## src/rtl/assert_macros.svh

```systemverilog
// Assertion macros for the RTL file that checks its own logic.
// No dependencies; include by bare file name.
`ifndef ASSERT_MACROS_SVH
`define ASSERT_MACROS_SVH

// Implication checked on every rising edge of clk outside reset.
`define ADM_ASSERT_IMPL(label, ante, cons, msg) \
    label: assert property (@(posedge clk) disable iff (!rst_n) (ante) |-> (cons)) \
        else $error(msg);

// Implication whose consequence is checked in the cycle after the antecedent.
`define ADM_ASSERT_NEXT(label, ante, cons, msg) \
    label: assert property (@(posedge clk) disable iff (!rst_n) (ante) |=> (cons)) \
        else $error(msg);

// Invariant checked on every rising edge of clk outside reset.
`define ADM_ASSERT_ALWAYS(label, expr, msg) \
    label: assert property (@(posedge clk) disable iff (!rst_n) (expr)) \
        else $error(msg);

`endif

```

## src/rtl/adm_pkg.sv

```systemverilog
// Package for the adaptive delta modulator: widths, types, codes, state enum.
// No dependencies; imported by every module of the block.
`timescale 1ns / 1ps

package adm_pkg;

    localparam int SAMPLE_BITS    = 16;
    localparam int ACC_BITS       = 24;
    localparam int MAX_STEP_EXP   = 15;
    localparam int EXP_BITS       = 4;
    localparam int RUN_BITS       = 3;
    localparam int CNT_BITS       = 10;
    localparam int CFG_DATA_BITS  = 10;
    localparam int CFG_INDEX_BITS = 2;

    typedef logic signed [SAMPLE_BITS-1:0] sample_t;
    typedef logic signed [ACC_BITS-1:0]    acc_t;
    typedef logic [EXP_BITS-1:0]           exp_t;
    typedef logic signed [RUN_BITS-1:0]    run_t;
    typedef logic [CNT_BITS-1:0]           cnt_t;

    localparam exp_t EXP_ZERO = exp_t'(0);
    localparam exp_t EXP_ONE  = exp_t'(1);
    localparam exp_t EXP_MAX  = exp_t'(MAX_STEP_EXP);

    localparam run_t RUN_ZERO    = run_t'(0);
    localparam run_t RUN_ONE     = run_t'(1);
    localparam run_t RUN_NEG_ONE = run_t'(-1);
    localparam run_t RUN_MAX     = run_t'(3);
    localparam run_t RUN_MIN     = run_t'(-3);
    localparam run_t RUN_RESET   = run_t'(1);

    localparam acc_t ACC_ONE = acc_t'(1);
    localparam acc_t ACC_MAX = {1'b0, {(ACC_BITS-1){1'b1}}};
    localparam acc_t ACC_MIN = {1'b1, {(ACC_BITS-1){1'b0}}};

    localparam logic [CFG_INDEX_BITS-1:0] CFG_ADAPTIVE_ENABLE  = CFG_INDEX_BITS'(0);
    localparam logic [CFG_INDEX_BITS-1:0] CFG_OVERSAMPLE_COUNT = CFG_INDEX_BITS'(1);

    localparam cnt_t OVERSAMPLE_RESET = cnt_t'(16);

    typedef enum logic [1:0] {
        S_IDLE,
        S_RUN,
        S_PUSH
    } adm_state_t;

    // Controls from the sequencer to the datapath
    typedef struct packed {
        logic load_target;
        logic step_en;
        logic load_out;
    } adm_ctrl_t;

    // One tracking step's outcome
    typedef struct packed {
        acc_t approx;
        exp_t exp;
        run_t run;
        logic hit;
    } step_res_t;

endpackage

```

## src/rtl/adm_step_unit.sv

```systemverilog
// Shared tracking step unit: one adaptive delta step per use.
// Depends on adm_pkg.
`timescale 1ns / 1ps

module adm_step_unit
    import adm_pkg::*;
(
    input  acc_t      approx,
    input  acc_t      target,
    input  exp_t      exp_in,
    input  run_t      run_in,
    input  logic      adapt,
    output step_res_t res
);

    logic                  down;
    exp_t                  e;
    run_t                  r;
    acc_t                  step;
    logic signed [ACC_BITS:0] ext_a;
    logic signed [ACC_BITS:0] ext_s;
    logic signed [ACC_BITS:0] sum;
    acc_t                  sat;

    always_comb
    begin
        down = (approx >= target);
        e    = exp_in;
        r    = run_in;
        if (adapt)
        begin
            if (down)
            begin
                if (run_in > RUN_ZERO)
                begin
                    e = (exp_in == EXP_ZERO) ? exp_in : exp_in - EXP_ONE;
                    r = RUN_ZERO;
                end
                else if (run_in < RUN_NEG_ONE)
                begin
                    e = (exp_in == EXP_MAX) ? exp_in : exp_in + EXP_ONE;
                end
                if (r > RUN_MIN)
                begin
                    r = r - RUN_ONE;
                end
            end
            else
            begin
                if (run_in < RUN_ZERO)
                begin
                    e = (exp_in == EXP_ZERO) ? exp_in : exp_in - EXP_ONE;
                    r = RUN_ZERO;
                end
                else if (run_in > RUN_ONE)
                begin
                    e = (exp_in == EXP_MAX) ? exp_in : exp_in + EXP_ONE;
                end
                if (r < RUN_MAX)
                begin
                    r = r + RUN_ONE;
                end
            end
        end

        step  = adapt ? (ACC_ONE << e) : ACC_ONE;
        ext_a = {approx[ACC_BITS-1], approx};
        ext_s = {1'b0, step};
        sum   = down ? (ext_a - ext_s) : (ext_a + ext_s);

        // saturate on overflow of the accumulator range
        if (sum[ACC_BITS] != sum[ACC_BITS-1])
        begin
            sat = sum[ACC_BITS] ? ACC_MIN : ACC_MAX;
        end
        else
        begin
            sat = sum[ACC_BITS-1:0];
        end

        res.approx = sat;
        res.exp    = e;
        res.run    = r;
        res.hit    = (sat == target) && (step == ACC_ONE);
    end

endmodule

```

## src/rtl/adm_ctrl.sv

```systemverilog
// Sequencer: accepts an item, counts tracking steps, hands off the result.
// Depends on adm_pkg.
`timescale 1ns / 1ps

module adm_ctrl
    import adm_pkg::*;
(
    input  logic      clk,
    input  logic      rst_n,
    input  logic      sample_valid,
    output logic      sample_ready,
    input  cnt_t      oversample_count,
    input  logic      hit,
    input  logic      out_free,
    output adm_ctrl_t ctrl
);

    adm_state_t state_reg;
    adm_state_t state_next;
    cnt_t       cnt_reg;
    cnt_t       cnt_next;

    always_ff @(posedge clk or negedge rst_n)
    begin
        if (!rst_n)
        begin
            state_reg <= S_IDLE;
            cnt_reg   <= '0;
        end
        else
        begin
            state_reg <= state_next;
            cnt_reg   <= cnt_next;
        end
    end

    always_comb
    begin
        state_next       = state_reg;
        cnt_next         = cnt_reg;
        sample_ready     = 1'b0;
        ctrl.load_target = 1'b0;
        ctrl.step_en     = 1'b0;
        ctrl.load_out    = 1'b0;
        unique case (state_reg)
            S_IDLE:
            begin
                sample_ready = 1'b1;
                if (sample_valid)
                begin
                    ctrl.load_target = 1'b1;
                    cnt_next         = '0;
                    state_next       = S_RUN;
                end
            end
            S_RUN:
            begin
                if (cnt_reg == oversample_count)
                begin
                    state_next = S_PUSH;
                end
                else
                begin
                    ctrl.step_en = 1'b1;
                    cnt_next     = cnt_reg + cnt_t'(1);
                    if (hit)
                    begin
                        state_next = S_PUSH;
                    end
                end
            end
            S_PUSH:
            begin
                if (out_free)
                begin
                    ctrl.load_out = 1'b1;
                    state_next    = S_IDLE;
                end
            end
            default:
            begin
                state_next = S_IDLE;
            end
        endcase
    end

endmodule

```

## src/rtl/adaptive_delta_modulator.sv

```systemverilog
// Adaptive delta modulator: an input sample is accepted in the idle state, then tracked by up to
// oversample_count steps, one per cycle through a single shared step unit, stopping early once
// the approximation meets the sample at unit step. When the count runs out, the run state
// notices the end of the loop without a further step. The push state then moves the result
// into the output register, and that move waits while an earlier result still sits there
// untaken. The next item is taken once the result has entered the output register, even
// while that result still waits to be taken.
// Depends on adm_pkg, adm_ctrl, adm_step_unit and assert_macros.svh.
`timescale 1ns / 1ps
`include "assert_macros.svh"

module adaptive_delta_modulator
    import adm_pkg::*;
(
    input  logic                      clk,
    input  logic                      rst_n,
    input  logic                      sample_valid,
    output logic                      sample_ready,
    input  sample_t                   sample,
    output logic                      approximation_valid,
    input  logic                      approximation_ready,
    output acc_t                      approximation,
    input  logic                      cfg_we,
    input  logic [CFG_INDEX_BITS-1:0] cfg_index,
    input  logic [CFG_DATA_BITS-1:0]  cfg_data
);

    logic      adapt_reg;
    cnt_t      osc_reg;
    acc_t      target_reg;
    acc_t      approx_reg;
    exp_t      exp_reg;
    run_t      run_reg;
    acc_t      out_reg;
    logic      out_valid_reg;
    logic      out_free;
    adm_ctrl_t ctrl;
    step_res_t res;

    assign out_free = !out_valid_reg || approximation_ready;

    adm_ctrl u_ctrl (
        .clk              (clk),
        .rst_n            (rst_n),
        .sample_valid     (sample_valid),
        .sample_ready     (sample_ready),
        .oversample_count (osc_reg),
        .hit              (res.hit),
        .out_free         (out_free),
        .ctrl             (ctrl)
    );

    adm_step_unit u_step (
        .approx (approx_reg),
        .target (target_reg),
        .exp_in (exp_reg),
        .run_in (run_reg),
        .adapt  (adapt_reg),
        .res    (res)
    );

    // Configuration registers
    always_ff @(posedge clk or negedge rst_n)
    begin
        if (!rst_n)
        begin
            adapt_reg <= 1'b1;
            osc_reg   <= OVERSAMPLE_RESET;
        end
        else if (cfg_we)
        begin
            if (cfg_index == CFG_ADAPTIVE_ENABLE)
            begin
                adapt_reg <= cfg_data[0];
            end
            else if (cfg_index == CFG_OVERSAMPLE_COUNT)
            begin
                osc_reg <= cnt_t'(cfg_data);
            end
        end
    end

    // Tracking state
    always_ff @(posedge clk or negedge rst_n)
    begin
        if (!rst_n)
        begin
            approx_reg <= '0;
            exp_reg    <= EXP_ZERO;
            run_reg    <= RUN_RESET;
        end
        else if (ctrl.step_en)
        begin
            approx_reg <= res.approx;
            exp_reg    <= res.exp;
            run_reg    <= res.run;
        end
    end

    always_ff @(posedge clk)
    begin
        if (ctrl.load_target)
        begin
            target_reg <= acc_t'(sample);
        end
        if (ctrl.load_out)
        begin
            out_reg <= approx_reg;
        end
    end

    always_ff @(posedge clk or negedge rst_n)
    begin
        if (!rst_n)
        begin
            out_valid_reg <= 1'b0;
        end
        else if (ctrl.load_out)
        begin
            out_valid_reg <= 1'b1;
        end
        else if (approximation_ready)
        begin
            out_valid_reg <= 1'b0;
        end
    end

    assign approximation_valid = out_valid_reg;
    assign approximation       = out_reg;

    `ADM_ASSERT_IMPL(a_no_accept_while_busy, ctrl.step_en || ctrl.load_out,
        !sample_ready, "item accepted during a run")
    `ADM_ASSERT_ALWAYS(a_exp_in_range, exp_reg <= EXP_MAX, "step exponent beyond its limit")
    `ADM_ASSERT_ALWAYS(a_run_in_range, run_reg >= RUN_MIN, "run count beyond its limit")
    `ADM_ASSERT_NEXT(a_fixed_step_holds, ctrl.step_en && !adapt_reg,
        $stable(exp_reg) && $stable(run_reg), "step state moved with adaptation off")

endmodule
```

## config.mk

```make
export PLATFORM = sky130hd
export DESIGN_NAME = adaptive_delta_modulator
export DESIGN_NICKNAME = d
export VERILOG_FILES = /design/src/rtl/adm_pkg.sv /design/src/rtl/adm_step_unit.sv /design/src/rtl/adm_ctrl.sv /design/src/rtl/adaptive_delta_modulator.sv
export VERILOG_INCLUDE_DIRS = /design/src /design/src/rtl
export SDC_FILE = /design/constraint.sdc
export NUM_CORES = 1
export LEC_CHECK = 0
export BUFFER_PORTS_ARGS = -buffer_cell sky130_fd_sc_hd__clkbuf_2
export CAP_MARGIN = 0
export CORE_UTILIZATION = 25
export CTS_CLUSTER_DIAMETER = 100
export DETAILED_ROUTE_END_ITERATION = 8
export PLACE_DENSITY = 0.41
export SLEW_MARGIN = 20
export SYNTH_ARGS = -nofsm -noshare
export SYNTH_HDL_FRONTEND = slang
export SYNTH_HIERARCHICAL = 1
export SYNTH_SLANG_ARGS = --single-unit
```

## constraint.sdc

```tcl
create_clock -name clk -period 10.4 [get_ports clk]
set_input_delay 2.08 -clock clk [delete_from_list [all_inputs] [get_ports clk]]
set_output_delay 2.08 -clock clk [all_outputs]
set_load 0.05 [all_outputs]
```

==> flow_metrics.py <==
metrics = {
    "setup_path": {
        "path_common_cell": "o21ai_0",
        "worstSetupPathType": "register to register",
        "cp_slowest_stage_delay_ns": 0.80,
        "slowest_stage": "edfxtp_1",
        "start_kind": "register",
        "worstPathMaxFanout": 32,
        "crit_arrival_ns": 9.65,
        "end_kind": "register",
        "worstPathRequired_ns": 10.69,
    },
    "run_status": {
        "outcome": "completed",
    },
    "cells_and_area": {
        "design_area_sq_um": 9031,
        "layout_common_cells": "nand2_1, nor2_1, clkbuf_2, o21ai_0, inv_1",
        "layout_commonest_cell": "nand2_1",
        "drive_above_1_share_pct": 17.89,
        "antenna_cells": 0,
        "syn_to_final_growth_pct": 12.82,
        "finalNetCount": 1010,
    },
    "sta": {
        "finalSetupViolations": 0,
        "setup_tns_ns": 0,
        "finClkSkew_ns": 0.01249,
        "fin_crit_ns": 9.356,
        "grt_setup_unrepaired": "no",
        "min_period_over_period_pct": 89.96,
        "hold_viol": 0,
        "maxSlewHeadroom_pct": 21.07,
        "fmax_mhz": 106.9,
        "tightest_slew_ns": 1.169,
        "hold_slack_ns": 0.4764,
        "slew_viol_final": 0,
    },
    "yosys": {
        "yosysTopAreaCell": "dfrtp_1",
        "synth_fp_nets": 964,
        "yosysTopAreaCellShare_pct": 16.26,
        "synth_seq_area_share_pct": 32.24,
        "avgSynthCellArea_sq_um": 9.128,
        "synth-seq-cells": 95,
        "async_reset_ff_share_pct": 57.89,
        "synthCells": 877,
        "synth.area.top_cells": "dfrtp_1, edfxtp_1, ha_1",
        "synth_edf_count": 40,
        "syn_area_sq_um": 8005,
        "synth_flop_cell": "dfrtp_1",
        "ys_warn_count": 6,
        "yosys.cell_types.count": 101,
    },
    "grt": {
        "grt.total_usage_pct": 16.27,
        "grt_pass1_wl_um": 40810,
        "grt_max_degree": 56,
        "grt_remaining_overflow": 0,
        "grt_pass1_vias": 6822,
        "antenna_found_initial": 0,
    },
    "floorplanning": {
        "die-area_sq_um": 32740,
        "rows": 65,
        "top_level_ports": 59,
        "die_x_um": 180.9,
        "core_sq_um": 31560,
        "die_h_um": 180.9,
        "initial_utilization_pct": 25.37,
    },
    "placement": {
        "dpl-instance-area_sq_um": 8715,
        "io_buffer_count": 58,
        "gp_congestion": 0.9051,
        "detailed_place_hpwl_um": 20210,
    },
    "clocking": {
        "cts.clk_slew.worst_paths_ns": 0.07,
        "h-tree-depth": 3,
        "clock_sinks": 95,
        "cts_hold_buf": 0,
        "cts_root_buffer": "clkbuf_16",
        "insertion_delay_ns": 0.37,
        "cts_buffers": 9,
        "clk_path_buf_depth": 2,
        "cts_tree": "yes",
    },
    "drt": {
        "routed-via-count": 7142,
        "antenna_left": 0,
        "first_pass_iters": 5,
        "drt-total-wl_um": 26420,
        "via_per_inst": 5.370,
        "wl_per_cell_um": 19.86,
        "drc": 0,
        "dr.first_iter.drc_count": 530,
    },
    "flow_run": {
        "maxCapViolCount": 0,
    },
    "hold_path": {
        "hold_path_class": "register to register",
    },
}
==> critical path, delay by kind of cell (launching register included) <==
family / cells / cell delay [ns]
compound gates: 13 / 3.79
xor+xnor: 2 / 0.68
fa+ha+maj: 3 / 0.95
buf+inv: 6 / 1.14
flops: 1 / 0.80
mux: 1 / 0.22
simple gates: 8 / 1.67
==> synth_stat cells (10+ instances only) <==
library cell / number
maj3_1: 11
ha_1: 53
nor3_1: 17
clkbuf_1: 17
mux2_2: 35
mux2_4: 11
a31oi_1: 12
mux2i_1: 10
xor2_1: 19
o21ai_0: 58
nand4_1: 12
inv_1: 57
dfrtp_1: 52
nand2b_1: 16
nor4_1: 11
nand3_1: 31
edfxtp_1: 40
a21o_1: 10
o211ai_1: 13
a21oi_1: 52
nor2_1: 60
nand2_1: 74
==> layout make-up <==
cell class              count  area (sq um)
clock buffers              11         254.0
clock inverters             5         43.79
fillers                  3366         22520
inverters                  59         221.5
multi-input cells         689          5051
flip-flops and latches     95          2581
well taps                 402         503.0
repair buffers             69         376.6
==> stage by stage <==
stage	cells	setup slack, ns	util [%]
6_report	1330	1.044	28.62
5_1_grt	1330	0.2434	28.62
4_1_cts	1329	0.5666	28.56
3_5_place_dp	1313	0.6327	27.62
3_3_place_gp	1313	0.6568	27.62
2_1_floorplan	877	2.967	-
==> repair_timing <==
| item | CTS | global route |
|---|---|---|
| gates resized for setup | 0 | 1 |
| endpoints found under the setup margin | 0 | 2 |
| buffers inserted | 0 | 1 |
==> routing by layer <==
| layer | up-vias | global-route usage [%] | routed length [um] |
|---|---|---|---|
| met5 | - | 0 | 0 |
| met4 | 0 | 4.814 | 497 |
| met3 | 26 | 2.862 | 1501 |
| met2 | 214 | 25.42 | 11850 |
| met1 | 3476 | 22.79 | 12570 |
| li1 | 3426 | - | - |
==> worst paths after layout <==
| path | startpoint | end | slack [ns] | depth (start not counted) |
|---|---|---|---|---|
| worst max-delay path | target_reg[15] | u_ctrl/state_reg[1] | 1.04 | 33 |
| min in group asynchronous | rst_n | osc_reg[1] | 1.86 | 2 |
| worst max register to register | target_reg[15] | u_ctrl/state_reg[1] | 1.04 | 33 |
| max in group asynchronous | rst_n | approx_reg[16] | 7.97 | 2 |
| worst min register to register | approx_reg[0] | approximation[0] | 0.48 | 0 |
| worst min-delay path | approx_reg[0] | approximation[0] | 0.48 | 0 |
==> kinds of logic after synthesis <==
logic type | Yosys count | share of synthesized area (%)
AO/OA/AOI/OAI | 257 | 22.82
XOR/XNOR | 28 | 3.064
adder cells (fa/ha/maj) | 65 | 9.909
buffers and inverters | 93 | 4.892
flip-flops | 95 | 32.24
multiplexers | 57 | 8.518
AND/OR/NAND/NOR | 282 | 18.55
Power is not shown: default switching activity piles up to over one toggle a cycle in this logic, so the estimate is an artifact.
